$ cat config.mk
export PLATFORM = sky130hd
export DESIGN_NAME = packed_yuv_block_to_rgb_unit
export DESIGN_NICKNAME = d
export VERILOG_FILES = /design/src/rtl/core/pyrgb_pkg.sv /design/src/rtl/core/pyrgb_chroma.sv /design/src/rtl/core/pyrgb_lane.sv /design/src/rtl/core/pyrgb_raster.sv /design/src/rtl/core/packed_yuv_block_to_rgb_unit.sv
export SDC_FILE = /design/constraint.sdc
export NUM_CORES = 1
export LEC_CHECK = 0
export ABC_AREA = 1
export ABC_CLOCK_PERIOD_IN_PS = 7730
export BUFFER_PORTS_ARGS = -buffer_cell sky130_fd_sc_hd__buf_2
export CORE_ASPECT_RATIO = 0.9
export CORE_MARGIN = 1
export CORE_UTILIZATION = 64
export CTS_BUF_LIST = sky130_fd_sc_hd__clkbuf_8
export DETAILED_ROUTE_END_ITERATION = 6
export PLACE_DENSITY = 0.84
export REMOVE_ABC_BUFFERS = 1
export SLEW_MARGIN = 10
export SYNTH_ARGS = -nofsm -noshare
export SYNTH_HDL_FRONTEND = slang
export SYNTH_SLANG_ARGS = --single-unit
$ cat constraint.sdc
create_clock -name clk -period 7.73 [get_ports clk]
set_input_delay 1.546 -clock clk [delete_from_list [all_inputs] [get_ports clk]]
set_output_delay 1.546 -clock clk [all_outputs]
set_load 0.02 [all_outputs]
$ cat src/rtl/core/pyrgb_pkg.sv
// shared types, constants and channel clamp for the packed yuv block to rgb unit
`timescale 1ns / 1ps

package pyrgb_pkg;

	localparam int DIM_W   = 10;   // width of the image size registers
	localparam int POS_W   = 9;    // width of the reported block position
	localparam int BYTE_W  = 8;
	localparam int CHAN_W  = 8;
	localparam int PIX_W   = 3 * CHAN_W;
	localparam int LUMA_W  = 9;    // signed luma minus black level
	localparam int PROD_W  = 24;   // signed products and sums
	localparam int FRAC_W  = 12;   // q12 coefficients
	localparam int LANES   = 4;

	localparam logic signed [PROD_W-1:0] Q_Y  = 24'sd4768;
	localparam logic signed [PROD_W-1:0] Q_RV = 24'sd6537;
	localparam logic signed [PROD_W-1:0] Q_GU = 24'sd1602;
	localparam logic signed [PROD_W-1:0] Q_GV = 24'sd3330;
	localparam logic signed [PROD_W-1:0] Q_BU = 24'sd8266;
	localparam logic signed [LUMA_W-1:0] Y_BLACK = 9'sd16;
	localparam logic [CHAN_W-1:0]        CHAN_MAX = 8'hFF;

	localparam logic [DIM_W-1:0] DIM_RESET = 10'd64;

	// configuration register indexes
	localparam int CFG_IDX_W = 1;
	localparam logic [CFG_IDX_W-1:0] CFG_WIDTH  = 1'b0;
	localparam logic [CFG_IDX_W-1:0] CFG_HEIGHT = 1'b1;

	typedef struct packed {
		logic s1;
		logic s2;
	} stage_en_t;

	typedef struct packed {
		logic signed [PROD_W-1:0] rv;
		logic signed [PROD_W-1:0] gu;
		logic signed [PROD_W-1:0] gv;
		logic signed [PROD_W-1:0] bu;
	} chroma_t;

	typedef struct packed {
		logic             last;
		logic [POS_W-1:0] row;
		logic [POS_W-1:0] col;
	} pos_t;

	// truncate toward zero then clamp: any negative sum ends at zero
	function automatic logic [CHAN_W-1:0] to_channel(input logic signed [PROD_W-1:0] sum);
		logic [PROD_W-FRAC_W-1:0] whole;
		whole = sum[PROD_W-1:FRAC_W];
		if (sum[PROD_W-1]) begin
			to_channel = '0;
		end else if (whole > (PROD_W-FRAC_W)'(CHAN_MAX)) begin
			to_channel = CHAN_MAX;
		end else begin
			to_channel = whole[CHAN_W-1:0];
		end
	endfunction

endpackage

$ cat src/rtl/core/pyrgb_chroma.sv
// shared chroma decode and chroma coefficient products
`timescale 1ns / 1ps

module pyrgb_chroma
	import pyrgb_pkg::*;
(
	input  logic              clk,
	input  stage_en_t         en,
	input  logic [BYTE_W-1:0] byte_tl,
	input  logic [BYTE_W-1:0] byte_tr,
	input  logic [BYTE_W-1:0] byte_bl,
	input  logic [BYTE_W-1:0] byte_br,
	output chroma_t           chroma_s1
);

	logic signed [BYTE_W-1:0] u_val;
	logic signed [BYTE_W-1:0] v_val;
	logic signed [PROD_W-1:0] u_ext;
	logic signed [PROD_W-1:0] v_ext;

	assign u_val = {byte_tl[2:0], byte_tr[2:0], 2'b00};
	assign v_val = {byte_bl[2:0], byte_br[2:0], 2'b00};
	assign u_ext = {{(PROD_W-BYTE_W){u_val[BYTE_W-1]}}, u_val};
	assign v_ext = {{(PROD_W-BYTE_W){v_val[BYTE_W-1]}}, v_val};

	always_ff @(posedge clk) begin
		if (en.s1) begin
			chroma_s1.rv <= Q_RV * v_ext;
			chroma_s1.gu <= Q_GU * u_ext;
			chroma_s1.gv <= Q_GV * v_ext;
			chroma_s1.bu <= Q_BU * u_ext;
		end
	end

endmodule

$ cat src/rtl/core/pyrgb_lane.sv
// one pixel lane: luma product, channel sums and clamp
`timescale 1ns / 1ps

module pyrgb_lane
	import pyrgb_pkg::*;
(
	input  logic              clk,
	input  stage_en_t         en,
	input  logic [BYTE_W-1:0] coded,
	input  chroma_t           chroma_s1,
	output logic [PIX_W-1:0]  pixel_s2
);

	logic signed [LUMA_W-1:0] luma;
	logic signed [PROD_W-1:0] luma_ext;
	logic signed [PROD_W-1:0] luma_s1;
	logic signed [PROD_W-1:0] sum_r;
	logic signed [PROD_W-1:0] sum_g;
	logic signed [PROD_W-1:0] sum_b;

	assign luma     = $signed({1'b0, coded[7:3], 3'b000}) - Y_BLACK;
	assign luma_ext = {{(PROD_W-LUMA_W){luma[LUMA_W-1]}}, luma};

	always_ff @(posedge clk) begin
		if (en.s1) begin
			luma_s1 <= Q_Y * luma_ext;
		end
	end

	assign sum_r = luma_s1 + chroma_s1.rv;
	assign sum_g = luma_s1 - chroma_s1.gu - chroma_s1.gv;
	assign sum_b = luma_s1 + chroma_s1.bu;

	always_ff @(posedge clk) begin
		if (en.s2) begin
			pixel_s2 <= {to_channel(sum_r), to_channel(sum_g), to_channel(sum_b)};
		end
	end

endmodule

$ cat src/rtl/core/pyrgb_raster.sv
// image size registers and raster position counters
`timescale 1ns / 1ps

module pyrgb_raster
	import pyrgb_pkg::*;
#(
	parameter int MAX_BLOCKS_PER_SIDE = 512
)
(
	input  logic                 clk,
	input  logic                 arst_n,
	input  logic                 cfg_we,
	input  logic [CFG_IDX_W-1:0] cfg_index,
	input  logic [DIM_W-1:0]     cfg_data,
	input  logic                 step,
	output pos_t                 pos
);

	localparam int DIM_TOP = (1 << DIM_W) - 1;
	localparam int MAX_EFF = (MAX_BLOCKS_PER_SIDE > DIM_TOP) ? DIM_TOP : MAX_BLOCKS_PER_SIDE;
	localparam logic [DIM_W-1:0] DIM_LIMIT = DIM_W'(MAX_EFF);
	localparam logic [DIM_W-1:0] DIM_ONE   = DIM_W'(1);

	logic [DIM_W-1:0] width_q;
	logic [DIM_W-1:0] height_q;
	logic [DIM_W-1:0] col_q;
	logic [DIM_W-1:0] row_q;
	logic [DIM_W-1:0] eff_w;
	logic [DIM_W-1:0] eff_h;
	logic [DIM_W:0]   col_next;
	logic [DIM_W:0]   row_next;
	logic             row_end;
	logic             image_end;

	always_comb begin
		eff_w = width_q;
		if (width_q == '0) eff_w = DIM_ONE;
		else if (width_q > DIM_LIMIT) eff_w = DIM_LIMIT;
		eff_h = height_q;
		if (height_q == '0) eff_h = DIM_ONE;
		else if (height_q > DIM_LIMIT) eff_h = DIM_LIMIT;
	end

	assign col_next  = {1'b0, col_q} + (DIM_W+1)'(1);
	assign row_next  = {1'b0, row_q} + (DIM_W+1)'(1);
	assign row_end   = col_next >= {1'b0, eff_w};
	assign image_end = row_end && (row_next >= {1'b0, eff_h});

	assign pos.col  = col_q[POS_W-1:0];
	assign pos.row  = row_q[POS_W-1:0];
	assign pos.last = image_end;

	always_ff @(posedge clk or negedge arst_n) begin
		if (!arst_n) begin
			width_q  <= DIM_RESET;
			height_q <= DIM_RESET;
		end else if (cfg_we) begin
			case (cfg_index)
				CFG_WIDTH:  width_q  <= cfg_data;
				CFG_HEIGHT: height_q <= cfg_data;
				default: ;
			endcase
		end
	end

	always_ff @(posedge clk or negedge arst_n) begin
		if (!arst_n) begin
			col_q <= '0;
			row_q <= '0;
		end else if (step) begin
			if (row_end) begin
				col_q <= '0;
				row_q <= image_end ? '0 : row_next[DIM_W-1:0];
			end else begin
				col_q <= col_next[DIM_W-1:0];
			end
		end
	end

endmodule

$ cat src/rtl/core/packed_yuv_block_to_rgb_unit.sv
// top level: packed 2x2 yuv block to four rgb888 pixels with raster position
`timescale 1ns / 1ps
// usage
// - input stream (s_*): one request per coded 2x2 block, four bytes in s_tdata
// - output stream (m_*): one request per block, four rgb888 pixels plus the
//   block column and row in m_tdata, m_tlast marks the final block of the image
// - config port: cfg_we writes cfg_data into register cfg_index at a clock edge,
//   index 0 is the width in blocks, index 1 the height; write only when idle
// - pipeline: an accepted block is registered in the multiply stage, then in the
//   sum-and-clamp stage, whose registers drive the output stream
// - throughput: one block per clock while the receiver does not stall, set by
//   the two-stage multiply then sum-and-clamp pipeline of the four pixel lanes and the shared chroma unit
// - chroma products are formed once per block and shared by all four lanes
// - raster position is taken at acceptance and travels with the block
// - reset clears the valid flags and the raster counters, and loads both
//   image dimensions with 64 blocks
// - when the receiver stalls the result holds on m_tdata; a block already in
//   the first stage waits behind it and s_tready drops once both stages hold
//   a block, so nothing is lost and bubbles close up
module packed_yuv_block_to_rgb_unit
	import pyrgb_pkg::*;
#(
	parameter int MAX_BLOCKS_PER_SIDE = 512
)
(
	input  logic                 clk,
	input  logic                 arst_n,
	// config write port
	input  logic                 cfg_we,
	input  logic [CFG_IDX_W-1:0] cfg_index,
	input  logic [DIM_W-1:0]     cfg_data,
	// coded block stream
	input  logic                 s_tvalid,
	output logic                 s_tready,
	// byte_top_left, byte_top_right, byte_bottom_left, byte_bottom_right
	input  logic [31:0]          s_tdata,
	// pixel stream
	output logic                 m_tvalid,
	input  logic                 m_tready,
	// pixel_top_left, pixel_top_right, pixel_bottom_left, pixel_bottom_right,
	// block_col, block_row, zero pad to 120 bits
	output logic [119:0]         m_tdata,
	output logic                 m_tlast
);

	logic                   valid_s1;
	logic                   valid_s2;
	logic                   ready_s1;
	logic                   ready_s2;
	logic                   accept;
	stage_en_t              en;
	chroma_t                chroma_s1;
	pos_t                   pos_now;
	pos_t                   pos_s1;
	pos_t                   pos_s2;
	logic [BYTE_W-1:0]      coded [LANES];
	logic [PIX_W-1:0]       pixel_s2 [LANES];

	// a stage moves on when the one after it is empty or moving
	assign ready_s2 = !valid_s2 || m_tready;
	assign ready_s1 = !valid_s1 || ready_s2;
	assign s_tready = ready_s1;
	assign accept   = s_tvalid && ready_s1;
	assign en.s1    = ready_s1;
	assign en.s2    = ready_s2;

	always_ff @(posedge clk or negedge arst_n) begin
		if (!arst_n) begin
			valid_s1 <= 1'b0;
			valid_s2 <= 1'b0;
		end else begin
			if (ready_s1) valid_s1 <= s_tvalid;
			if (ready_s2) valid_s2 <= valid_s1;
		end
	end

	pyrgb_raster #(
		.MAX_BLOCKS_PER_SIDE(MAX_BLOCKS_PER_SIDE)
	) u_raster (
		.clk      (clk),
		.arst_n   (arst_n),
		.cfg_we   (cfg_we),
		.cfg_index(cfg_index),
		.cfg_data (cfg_data),
		.step     (accept),
		.pos      (pos_now)
	);

	// position rides alongside the pixel data
	always_ff @(posedge clk) begin
		if (en.s1) pos_s1 <= pos_now;
		if (en.s2) pos_s2 <= pos_s1;
	end

	pyrgb_chroma u_chroma (
		.clk      (clk),
		.en       (en),
		.byte_tl  (s_tdata[7:0]),
		.byte_tr  (s_tdata[15:8]),
		.byte_bl  (s_tdata[23:16]),
		.byte_br  (s_tdata[31:24]),
		.chroma_s1(chroma_s1)
	);

	// four pixel lanes in parallel
	for (genvar i = 0; i < LANES; i++) begin : g_lane
		assign coded[i] = s_tdata[i*BYTE_W +: BYTE_W];
		pyrgb_lane u_lane (
			.clk      (clk),
			.en       (en),
			.coded    (coded[i]),
			.chroma_s1(chroma_s1),
			.pixel_s2 (pixel_s2[i])
		);
	end

	// merge lanes and position into the output word
	assign m_tvalid = valid_s2;
	assign m_tlast  = pos_s2.last;
	assign m_tdata  = {6'b000000, pos_s2.row, pos_s2.col,
		pixel_s2[3], pixel_s2[2], pixel_s2[1], pixel_s2[0]};

endmodule

## Word-level counts from Yosys, hierarchy flattened

Index checks and enable logic that the tools add are counted.

| storage, ports and cells | value |
|---|---|
| register bits after elaboration | 337 |
| input bits | 48 |
| output and inout bits | 123 |

| operators by class | value |
|---|---|
| add/sub/neg operators | 22 |
| $mul | 8 |
| magnitude comparators | 16 |
| mux-type cells | 18 |
| bitwise gates (word level) | 1 |
| reductions and logical operators | 11 |

Operator list:

| kind | count |
|---|---|
| $add A24 B24 Y24 | 8 |
| $sub A24 B24 Y24 | 8 |
| $gt A12 B8 Y1 const B | 12 |
| $mux W8 | 12 |
| $mul A9 B9 Y18 const A | 4 |
| $mux W10 | 6 |
| $mul A14 B6 Y20 const A | 2 |
| $sub A8 B5 Y9 const B | 4 |
| $add A10 B1 Y11 const B | 2 |
| $ge A11 B10 Y1 | 2 |
| $gt A10 B10 Y1 const B | 2 |
| $logic_not A10 Y1 | 2 |
| $mul A12 B6 Y18 const A | 1 |
| $mul A11 B6 Y17 const A | 1 |
| $reduce_and A2 Y1 | 3 |
| $logic_and A1 B1 Y1 | 2 |
| $logic_not A1 Y1 | 2 |
| $logic_or A1 B1 Y1 | 2 |
| $not A1 Y1 | 1 |

## Longest topological paths before layout

Gate-level depths: netlist of run 1.

| logic depth | value |
|---|---|
| depth in word-level cells | 6 |
| depth in mapped cells | 22 |
| depth with buffers taken out | 22 |

## Cells and area by module

A second synthesis of run 1 with hierarchy kept.

| second synthesis, totals | value |
|---|---|
| cells, all modules | 4,462 |
| area, all modules | 33,762.4 um^2 |

By module, submodules not included:

| module | times used | cells each | area an instance (um^2) | seq. area each (um^2) |
|---|---|---|---|---|
| pyrgb_lane (g_lane[2].u_lane ...) | 2 | 853 | 5,934.4 | 1,171.1 |
| pyrgb_chroma | 1 | 623 | 6,045.8 | 2,072.0 |
| pyrgb_lane (g_lane[0].u_lane) | 1 | 845 | 5,895.7 | 1,171.1 |
| pyrgb_lane (g_lane[1].u_lane) | 1 | 855 | 5,883.1 | 1,171.1 |
| pyrgb_raster | 1 | 377 | 2,788.9 | 1,003.5 |
| packed_yuv_block_to_rgb_unit | 1 | 56 | 1,280.0 | 1,191.1 |

## Worst setup path before layout of run 1

Ideal clock, no wire load.

| path | value |
|---|---|
| path type | input -> register |
| start point | input m_tready |
| end point | register u_raster.col_q[8] |
| library setup time | 133 ps |
| arrival | 6,943 ps |
| slack | 654 ps |
| cell stages on the path | 7 |
| path buffers | 1 |
| cells stage by stage | inv_1 -> nand3_1 -> nand2_1 -> inv_1 -> clkbuf_1 -> nand2_1 -> o22ai_1 |

| between the ends | value |
|---|---|
| longest elaborated chain between the ends | 3 |

RTL lines:

| item | line | text |
|---|---|---|
| start: declaration | packed_yuv_block_to_rgb_unit.sv:39 | `input logic m_tready,` |
| $logic_or A1 B1 Y1 | packed_yuv_block_to_rgb_unit.sv:60 | `assign ready_s2 = !valid_s2 \|\| m_tready;` |
| $logic_or A1 B1 Y1 | packed_yuv_block_to_rgb_unit.sv:61 | `assign ready_s1 = !valid_s1 \|\| ready_s2;` |
| net s_tready | packed_yuv_block_to_rgb_unit.sv:34 | `output logic s_tready,` |
| $logic_and A1 B1 Y1 | packed_yuv_block_to_rgb_unit.sv:63 | `assign accept = s_tvalid && ready_s1;` |
| end signal: assignment | pyrgb_raster.sv:75 | `col_q <= col_next[DIM_W-1:0];` |
| end: declaration | pyrgb_raster.sv:26 | `logic [DIM_W-1:0] col_q;` |

The timed path passes the listed nets, and every way through them passes these cells.
A chain may end at the register's enable or synchronous reset.

## Worst setup path after layout of run 1

| path | value |
|---|---|
| start point | input s_tdata[4] |
| end point | register g_lane[0].u_lane.luma_s1[22] (data pin) |

| between the ends | value |
|---|---|
| longest elaborated chain between the ends | 2 |

RTL lines:

| item | line | text |
|---|---|---|
| start: declaration | packed_yuv_block_to_rgb_unit.sv:36 | `input logic [31:0] s_tdata,` |
| $sub A8 B5 Y9 | pyrgb_lane.sv:21 | `assign luma = $signed({1'b0, coded[7:3], 3'b000}) - Y_BLACK;` |
| net g_lane[0].u_lane.luma[4] | pyrgb_lane.sv:14 | `logic signed [LUMA_W-1:0] luma;` |
| $mul A9 B9 Y18 | pyrgb_lane.sv:26 | `luma_s1 <= Q_Y * luma_ext;` |
| end signal: assignment | pyrgb_lane.sv:26 |  |
| end: declaration | pyrgb_lane.sv:16 | `logic signed [PROD_W-1:0] luma_s1;` |

The timed path passes the listed nets, and every way through them passes these cells.

==> results of run 1 <==
==> cell families (layout without fill, tap and decap cells) <==
kind of cell	Yosys count	count (layout)
other	1	6
xor gates and xnor gates	168	168
adders and majority gates	584	584
AOI/OAI and AO/OA	383	383
and+or+nand+nor	1693	1693
DFF	299	299
buffers and inverters	709	956
==> cells in the final DEF (no fill, tap or decap), types with 15 or more instances in the layout <==
cell type / synthesis / routed
sky130_fd_sc_hd__nand3_1: 262 / 261
sky130_fd_sc_hd__ha_1: 480 / 480
sky130_fd_sc_hd__a21oi_1: 205 / 205
sky130_fd_sc_hd__o21ai_1: 34 / 34
sky130_fd_sc_hd__nand3b_1: 16 / 16
sky130_fd_sc_hd__o21ai_0: 84 / 84
sky130_fd_sc_hd__edfxtp_1: 257 / 257
sky130_fd_sc_hd__nand4_1: 44 / 44
sky130_fd_sc_hd__xor2_1: 78 / 78
sky130_fd_sc_hd__fa_1: 104 / 104
sky130_fd_sc_hd__nor2_1: 220 / 220
sky130_fd_sc_hd__nor3_1: 15 / 15
sky130_fd_sc_hd__clkbuf_8: 0 / 53
sky130_fd_sc_hd__dfrtp_1: 40 / 40
sky130_fd_sc_hd__inv_1: 685 / 695
sky130_fd_sc_hd__nor2_4: 19 / 19
sky130_fd_sc_hd__xnor2_1: 83 / 83
sky130_fd_sc_hd__nand2_1: 1035 / 1034
sky130_fd_sc_hd__nand2_2: 26 / 26
sky130_fd_sc_hd__buf_2: 0 / 164
==> layout make-up <==
type                            count  area [um^2]
Multi-Input combinational cell   2834        19110
Fill cell                        3706        13670
Sequential cell                   299         8771
Inverter                          696         2615
Timing Repair Buffer              167        843.3
Tap cell                          616        770.7
Clock buffer                       53        729.5
Clock inverter                     40        317.8
==> per-stage QoR <==
step	setup slack (ns)	hold WS (ns)	std cells	utilization	cell area (um^2)
2_1_floorplan	0.4340	0.4003	3829	-	30480
3_5_place_dp	1.849	0.4063	4612	0.6858	32110
5_1_grt	2.224	0.4290	4705	0.7082	33160
6_report	2.409	0.4182	4705	0.7082	33160
4_1_cts	2.463	0.4184	4705	0.7082	33160
3_3_place_gp	1.953	0.4003	4612	0.6858	32110
==> worst min-delay path by stage <==
stage	start	to	slack [ns]	cells after the start
global placement	pos_s1[1]$_DFFE_PN_	m_tdata[97]$_DFFE_PP_	0.40	0
floorplan	pos_s1[4]$_DFFE_PN_	m_tdata[100]$_DFFE_PP_	0.40	0
finish	pos_s1[0]$_DFFE_PN_	m_tdata[96]$_DFFE_PP_	0.42	0
detailed placement	pos_s1[14]$_DFFE_PN_	m_tdata[110]$_DFFE_PP_	0.41	0
global route	pos_s1[15]$_DFFE_PN_	m_tdata[111]$_DFFE_PP_	0.43	0
CTS	pos_s1[14]$_DFFE_PN_	m_tdata[110]$_DFFE_PP_	0.42	0
==> flip-flops by register name, summed over array words and instances (netlist names) <==
signal and count:
g_lane.u_lane.luma_s1 60, u_raster.height_q 10, u_chroma.chroma_s1 63, pos_s1 19
m_tlast 1, u_raster.col_q 10, m_tvalid 1, valid_s1 1
u_raster.row_q 10, g_lane.u_lane.pixel_s2 96, m_tdata 18, u_raster.width_q 10
==> per-layer routing <==
| layer | routed length [um] | part of all wire | track usage |
|---|---|---|---|
| met2 | 35780 | 0.43 | 0.5333 |
| met1 | 34530 | 0.42 | 0.4628 |
| met4 | 4325 | 0.052 | 0.1661 |
| met3 | 7893 | 0.096 | 0.07192 |
| met5 | 0 | 0 | 0 |
==> critical path, cell delays in order <==
cell	delay, ns
sky130_fd_sc_hd__buf_2	0.12
sky130_fd_sc_hd__inv_1	0.19
sky130_fd_sc_hd__ha_1	0.22
sky130_fd_sc_hd__nand3_1	0.22
sky130_fd_sc_hd__inv_1	0.21
sky130_fd_sc_hd__ha_1	0.19
sky130_fd_sc_hd__inv_1	0.06
sky130_fd_sc_hd__fa_1	0.48
sky130_fd_sc_hd__inv_1	0.04
sky130_fd_sc_hd__ha_1	0.28
sky130_fd_sc_hd__ha_1	0.29
sky130_fd_sc_hd__ha_1	0.30
sky130_fd_sc_hd__inv_1	0.06
sky130_fd_sc_hd__fa_1	0.46
sky130_fd_sc_hd__o21ai_0	0.36
sky130_fd_sc_hd__nand2_1	0.09
sky130_fd_sc_hd__nand2_1	0.07
sky130_fd_sc_hd__nand2_1	0.04
sky130_fd_sc_hd__nand2_1	0.10
sky130_fd_sc_hd__nand2_1	0.09
sky130_fd_sc_hd__nand2_1	0.07
sky130_fd_sc_hd__a21oi_1	0.08
sky130_fd_sc_hd__xor2_1	0.15
==> metrics.md, run 1 <==
| Metric | Value |
|---|---|
| Final setup violating endpoints | 0 |
| Post-Synth Simple-Gate Area | 0.2416 |
| Synth warn | 0 |
| Portion of the clock cycle consumed by the worst path in the final layout | 0.6883 |
| Synth cell count leaders | 1035 x sky130_fd_sc_hd__nand2_1, 685 x sky130_fd_sc_hd__inv_1, 480 x sky130_fd_sc_hd__ha_1 |
| Maximum number of pins on one net before global-route repair | 73 |
| Dominant combinational cell family by area after synthesis | adder cells |
| Core Box Area | 46830 um^2 |
| Placement Rows | 75 |
| Mux share of post-synthesis cell area | 0 |
| Area growth from synthesis to final layout | 8.583% |
| Launching element of the worst setup path | s_tdata[4] |
| Count of state elements after synthesis | approximately 300 |
| Routed Antenna Nets | 0 |
| CTS tree | done |
| Post-Route Skew | 0.05297 ns |
| Post-detailed-route DRC marker count | 1 |
| Vias per Instance | ~5.6 |
| Synthesized instance count | 3837 |
| Status | complete, but fails checks |
| Final Hold Fails | 0 |
| Die span in x | 232.3 um |
| Number of input and output port buffers inserted | 164 |
| Maximum level of the CTS H-tree | 2 |
| Startpoint kind of the worst setup timing path | primary input |
| Max Fclk | 0.1879 GHz |
| Worst flop-to-flop path startpoint | u_chroma.chroma_s1[70]$_DFFE_PN_ |
| Antenna Diode Count | 0 |
| Post-cts sizing count | 0 |
| Failing checks | DRC |
| Register area share after synthesis | 0.2872 |
| Class of the most critical setup path | primary input to flip-flop |
| Synth Flop Type | sky130_fd_sc_hd__edfxtp_1 |
| Chip height | 209.2 um |
| DIE AREA | slightly below 50000 um^2 |
| Worst Path Required | just over 8 ns |
| Effective utilization at floorplan | 0.6522 |
| Via count of the first global-routing pass | 25350 |
| End point of the critical path | g_lane[0].u_lane.luma_s1[22]$_DFFE_PN_ |
| Share of layout cells above drive strength 1 | 0.08584 |
| Clock buffer depth | 3 |
| Reg-to-reg endpoint | g_lane[1].u_lane.pixel_s2[15]$_SDFFCE_PP0P_ |
| Tightest Hold Check Type | flip-flop to flip-flop |
| Data arrival time of the worst path | 5.72 ns |
| Clock latency on the worst-skew pair | 0.70 ns |
| Crit end category | flip-flop |
| Max_cap viols | 0 |
| Final-report max-slew violation count | 0 |
| Number of hold buffers added after cts | 0 |
| Final setup TNS | 0 ns |
| Setup repair after global routing missed its margin | no |
| GR Util All Layers | 0.3456 |
| Adder-cell area share of the yosys netlist | 0.2648 |
| Clock slew at reported path FFs | around 0.070 ns |
| Worst relative slew slack | 0.2963 |
| Buffer cell driving the clock tree root | sky130_fd_sc_hd__clkbuf_8 |
| Number of optimization iterations in the first detailed-route pass | 7 |
| Least-Margin Pin Slew | between 1 and 1.5 ns |
| Placer congestion estimate | 1.025 |
| Unique masters post-synth | 54 |
| Post-Syn Area | 30540 um^2 |
| Number of buffers added for setup after CTS | 0 |
| Top-count cell post-synth | sky130_fd_sc_hd__nand2_1 |
| Placed wire-length estimate | roughly 67000 um |
| Post-synth EDFFs | 257 |
| Number of sinks on the clock net | about 300 |
| Mean instance size in the synthesized netlist | 7.959 um^2 |
| Wire length per cell | approximately 18 um |
| Library cell occupying the most area in the post-synthesis netlist | sky130_fd_sc_hd__edfxtp_1 |
| Maximum fanout encountered on the critical timing path | 5 |
| TritonCTS Buffers | 51 |
| Area share of the largest cell type after synthesis | 0.2527 |
| Cells on worst reg2reg path | 14 |
| Area fraction in compound gates after synthesis | 0.06817 |
| Initial antenna violation count | 0 |
| Leftover overflow at the end of global routing | 0 |
| Fraction of synthesis flops using an asynchronous set or reset pin | 0.1405 |
| Routed Wire Length | 82530 um |
| Clock period minus final worst setup slack | 5.321 ns |
| Layout net count | 4681 |
| Top-Level Pins | 171 |
| Xor and xnor area share after synthesis | 0.04990 |
| Minimum setup slack among reg-to-reg paths | 3.61 ns |
| Dominant cells by area after synthesis | sky130_fd_sc_hd__edfxtp_1 25%, sky130_fd_sc_hd__ha_1 20%, sky130_fd_sc_hd__nand2_1 13%, sky130_fd_sc_hd__inv_1 8.4%, sky130_fd_sc_hd__fa_1 6.8% |
| Vias after detailed routing | approximately 27000 |
| Wire length of the first global-routing pass | 130000 um |
| Number of DRC violations after detailed-routing iteration 0 | between 2000 and 3000 |
Power of run 1 is left out: the tool's default activity adds up to more than one toggle a clock period on the data nets, which glitch-free logic cannot reach.
==> inputs of run 2 (changes only) <==
--- a/config.mk
+++ b/config.mk
@@ -6,14 +6,14 @@
 export NUM_CORES = 1
 export LEC_CHECK = 0
 export ABC_AREA = 1
-export ABC_CLOCK_PERIOD_IN_PS = 7730
+export ABC_CLOCK_PERIOD_IN_PS = 4410
 export BUFFER_PORTS_ARGS = -buffer_cell sky130_fd_sc_hd__buf_2
 export CORE_ASPECT_RATIO = 0.9
 export CORE_MARGIN = 1
-export CORE_UTILIZATION = 64
+export CORE_UTILIZATION = 59
 export CTS_BUF_LIST = sky130_fd_sc_hd__clkbuf_8
 export DETAILED_ROUTE_END_ITERATION = 6
-export PLACE_DENSITY = 0.84
+export PLACE_DENSITY = 0.82
 export REMOVE_ABC_BUFFERS = 1
 export SLEW_MARGIN = 10
 export SYNTH_ARGS = -nofsm -noshare
==> constraint.sdc (replaced) <==
create_clock -name clk -period 4.41 [get_ports clk]
set_input_delay 0.882 -clock clk [delete_from_list [all_inputs] [get_ports clk]]
set_output_delay 0.882 -clock clk [all_outputs]
set_load 0.02 [all_outputs]
==> metrics.md, run 2 (same netlist as run 1, synthesis figures left out) <==
| Metric | Value |
|---|---|
| Status | finished clean (was complete, but fails checks) |
| Final-report max-slew violation count | 0 (unchanged) |
| Minimum setup slack among reg-to-reg paths | 0.63 ns (was 3.61 ns) |
| Number of buffers added for setup after CTS | 0 (unchanged) |
| Crit end category | flip-flop (unchanged) |
| Final Hold Fails | 0 (unchanged) |
| Post-detailed-route DRC marker count | 0 (was 1) |
| Routed Antenna Nets | 0 (unchanged) |
| Worst flop-to-flop path startpoint | u_chroma.chroma_s1[46]$_DFFE_PN_ (was u_chroma.chroma_s1[70]$_DFFE_PN_) |
| Max_cap viols | 0 (unchanged) |
| Routed Wire Length | 82750 um (was 82530 um) |
| Critical Path Max Stage Delay | 0.52 ns (was 0.48 ns) |
| Number of sinks on the clock net | 299 (unchanged) |
| Layout net count | 4753 (was 4681) |
| Top-Level Pins | 171 (unchanged) |
| Final setup violating endpoints | 0 (unchanged) |
| Number of hold buffers added after cts | 0 (unchanged) |
| Flip-flop count of the largest register after layout | 96 (unchanged) |
| Number of input and output port buffers inserted | 164 (unchanged) |
| Data arrival time of the worst path | 4.58 ns (was 5.72 ns) |
| Wire length of the first global-routing pass | 130100 um (was 130000 um) |
| Top Registers | g_lane.u_lane.pixel_s2 x96, u_chroma.chroma_s1 x63, g_lane.u_lane.luma_s1 x60 (unchanged) |
| Least-Margin Pin Slew | 0.9211 ns (was 1.054 ns) |
| Vias per Instance | 5.428 (was 5.637) |
| Via count of the first global-routing pass | 24900 (was 25350) |
| Number of optimization iterations in the first detailed-route pass | 6 (was 7) |
| Tightest Hold Check Type | primary input to async pin (was flip-flop to flip-flop) |
| Initial antenna violation count | 3 (was 0) |
| Clock buffer depth | 3 (unchanged) |
| Setup repair after global routing missed its margin | no (unchanged) |
| GR Util All Layers | 0.3178 (was 0.3456) |
| Worst relative slew slack | 0.3859 (was 0.2963) |
| Post-cts sizing count | 0 (unchanged) |
| Effective utilization at floorplan | 0.6018 (was 0.6522) |
| Portion of the clock cycle consumed by the worst path in the final layout | 0.9311 |
| Largest register by flop count | g_lane.u_lane.pixel_s2 (unchanged) |
| DIE AREA | 52680 um^2 (was 48600 um^2) |
| Area growth from synthesis to final layout | 10.93% (was 8.583%) |
| Chip height | 217.8 um (was 209.2 um) |
| Final setup TNS | 0 ns (unchanged) |
| Core Box Area | 50750 um^2 (was 46830 um^2) |
| Vias after detailed routing | 26270 (was 26520) |
| Startpoint kind of the worst setup timing path | primary input (unchanged) |
| Buffer cell driving the clock tree root | sky130_fd_sc_hd__clkbuf_8 (unchanged) |
| Buffers plus inverters on the worst setup path | 5 (was 6) |
| Max Fclk | about 0.24 GHz |
| Max stage delay cell, worst path | sky130_fd_sc_hd__fa_1 (unchanged) |
| Number of DRC violations after detailed-routing iteration 0 | 2534 (was 2609) |
| Post-Route Skew | 0.03954 ns (was 0.05297 ns) |
| Most common library cell in the layout ignoring fill and taps | sky130_fd_sc_hd__nand2_1 (unchanged) |
| Worst Path Required | 4.88 ns (was 8.13 ns) |
| Maximum fanout encountered on the critical timing path | 2 (was 5) |
| Clock latency on the worst-skew pair | 0.68 ns (was 0.70 ns) |
| Launching element of the worst setup path | s_tdata[20] (was s_tdata[4]) |
| TritonCTS Buffers | 53 (was 51) |
| Worst hold slack | 0.3586 ns (was 0.4182 ns) |
| Maximum number of pins on one net before global-route repair | 144 (was 73) |
| Clock slew at reported path FFs | 0.06 ns (was 0.07 ns) |
| Die span in x | 241.8 um (was 232.3 um) |
| Wire length per cell | 17.10 um (was 17.54 um) |
| Critical path, cell by cell | buf_2 -> inv_1 -> ha_1 -> xnor2_1 -> inv_1 -> ha_1 -> inv_1 -> fa_1 -> inv_1 -> ha_1 -> fa_1 -> ha_1 -> fa_1 -> nand3_1 -> nand2_1 -> nand2_1 -> nand2_1 -> a21oi_1 -> nor2_1 -> nor4_1 (was buf_2 -> inv_1 -> ha_1 -> nand3_1 -> inv_1 -> ha_1 -> inv_1 -> fa_1 -> inv_1 -> ha_1 -> ha_1 -> ha_1 -> inv_1 -> fa_1 -> o21ai_0 -> nand2_1 -> nand2_1 -> nand2_1 -> nand2_1 -> nand2_1 -> nand2_1 -> a21oi_1 -> xor2_1) |
| Clock period minus final worst setup slack | 4.106 ns |
| Top cell family by delay on the critical path | adder cells (unchanged) |
| Leftover overflow at the end of global routing | 0 (unchanged) |
| Commonest non-fill, non-tap cells in the layout | 1034 x sky130_fd_sc_hd__nand2_1, 693 x sky130_fd_sc_hd__inv_1, 480 x sky130_fd_sc_hd__ha_1, 261 x sky130_fd_sc_hd__nand3_1, 257 x sky130_fd_sc_hd__edfxtp_1 (was 1034 x sky130_fd_sc_hd__nand2_1, 695 x sky130_fd_sc_hd__inv_1, 480 x sky130_fd_sc_hd__ha_1, 261 x sky130_fd_sc_hd__nand3_1, 257 x sky130_fd_sc_hd__edfxtp_1) |
| Placement Rows | 78 (was 75) |
| Maximum level of the CTS H-tree | 2 (unchanged) |
| Placed wire-length estimate | 67690 um (was 66980 um) |
| Class of the most critical setup path | primary input to flip-flop (unchanged) |
| Share of layout cells above drive strength 1 | 0.1013 (was 0.08584) |
| CTS tree | done (unchanged) |
| Placer congestion estimate | 1.031 (was 1.025) |
[run 2: cell types whose count changed in the layout (fill, tap and decap cells not counted), moves of 2 or more]
cell,change
sky130_fd_sc_hd__buf_12,+2
sky130_fd_sc_hd__inv_1,-2
sky130_fd_sc_hd__bufinv_16,+4
sky130_fd_sc_hd__clkinvlp_4,-2
sky130_fd_sc_hd__buf_4,+68
sky130_fd_sc_hd__diode_2,+2
[run 2: cell type report]
cell class | count | area, um^2
Multi-Input combinational cell | 2834 | 19110
Fill cell | 4221 | 16870
Sequential cell | 299 | 8771
Inverter | 696 | 2615
Timing Repair Buffer | 237 | 1394
Tap cell | 680 | 850.8
Clock buffer | 53 | 729.5
Clock inverter | 39 | 400.4
Antenna cell | 2 | 5.005
[run 2: path summary, 6_finish.rpt]
check | endpoint | depth (start not counted)
setup reg to reg | g_lane[1].u_lane.pixel_s2[8]$_SDFFCE_PP0P_ | 14
max in group asynchronous | u_raster.col_q[5]$_DFFE_PN0P_ | 1
setup / recovery | g_lane[2].u_lane.luma_s1[22]$_DFFE_PN_ | 20
hold / removal | u_raster.row_q[1]$_DFFE_PN0P_ | 1
min in group clk | m_tdata[111]$_DFFE_PP_ | 0
hold reg to reg | m_tdata[111]$_DFFE_PP_ | 0
[run 2: through the flow]
stage	setup WS, ns	area, um^2	utilization	cells
floorplan	-2.222	30480	-	3829
global placement	-0.3011	32740	0.6452	4746
detailed placement	-0.3266	32740	0.6452	4746
CTS	0.3782	33870	0.6675	4838
global route	0.03964	33880	0.6675	4839
finish	0.3040	33880	0.6676	4840
[run 2: per-layer routing]
metal | global-route usage | vias to the layer above | wire (um)
met5 | 0 | - | 22
met4 | 0.1331 | 4 | 3411
met3 | 0.05329 | 198 | 7377
met2 | 0.5053 | 1021 | 36460
met1 | 0.4307 | 11970 | 35480
li1 | - | 13070 | -
Power of run 2 is left out for the same reason.
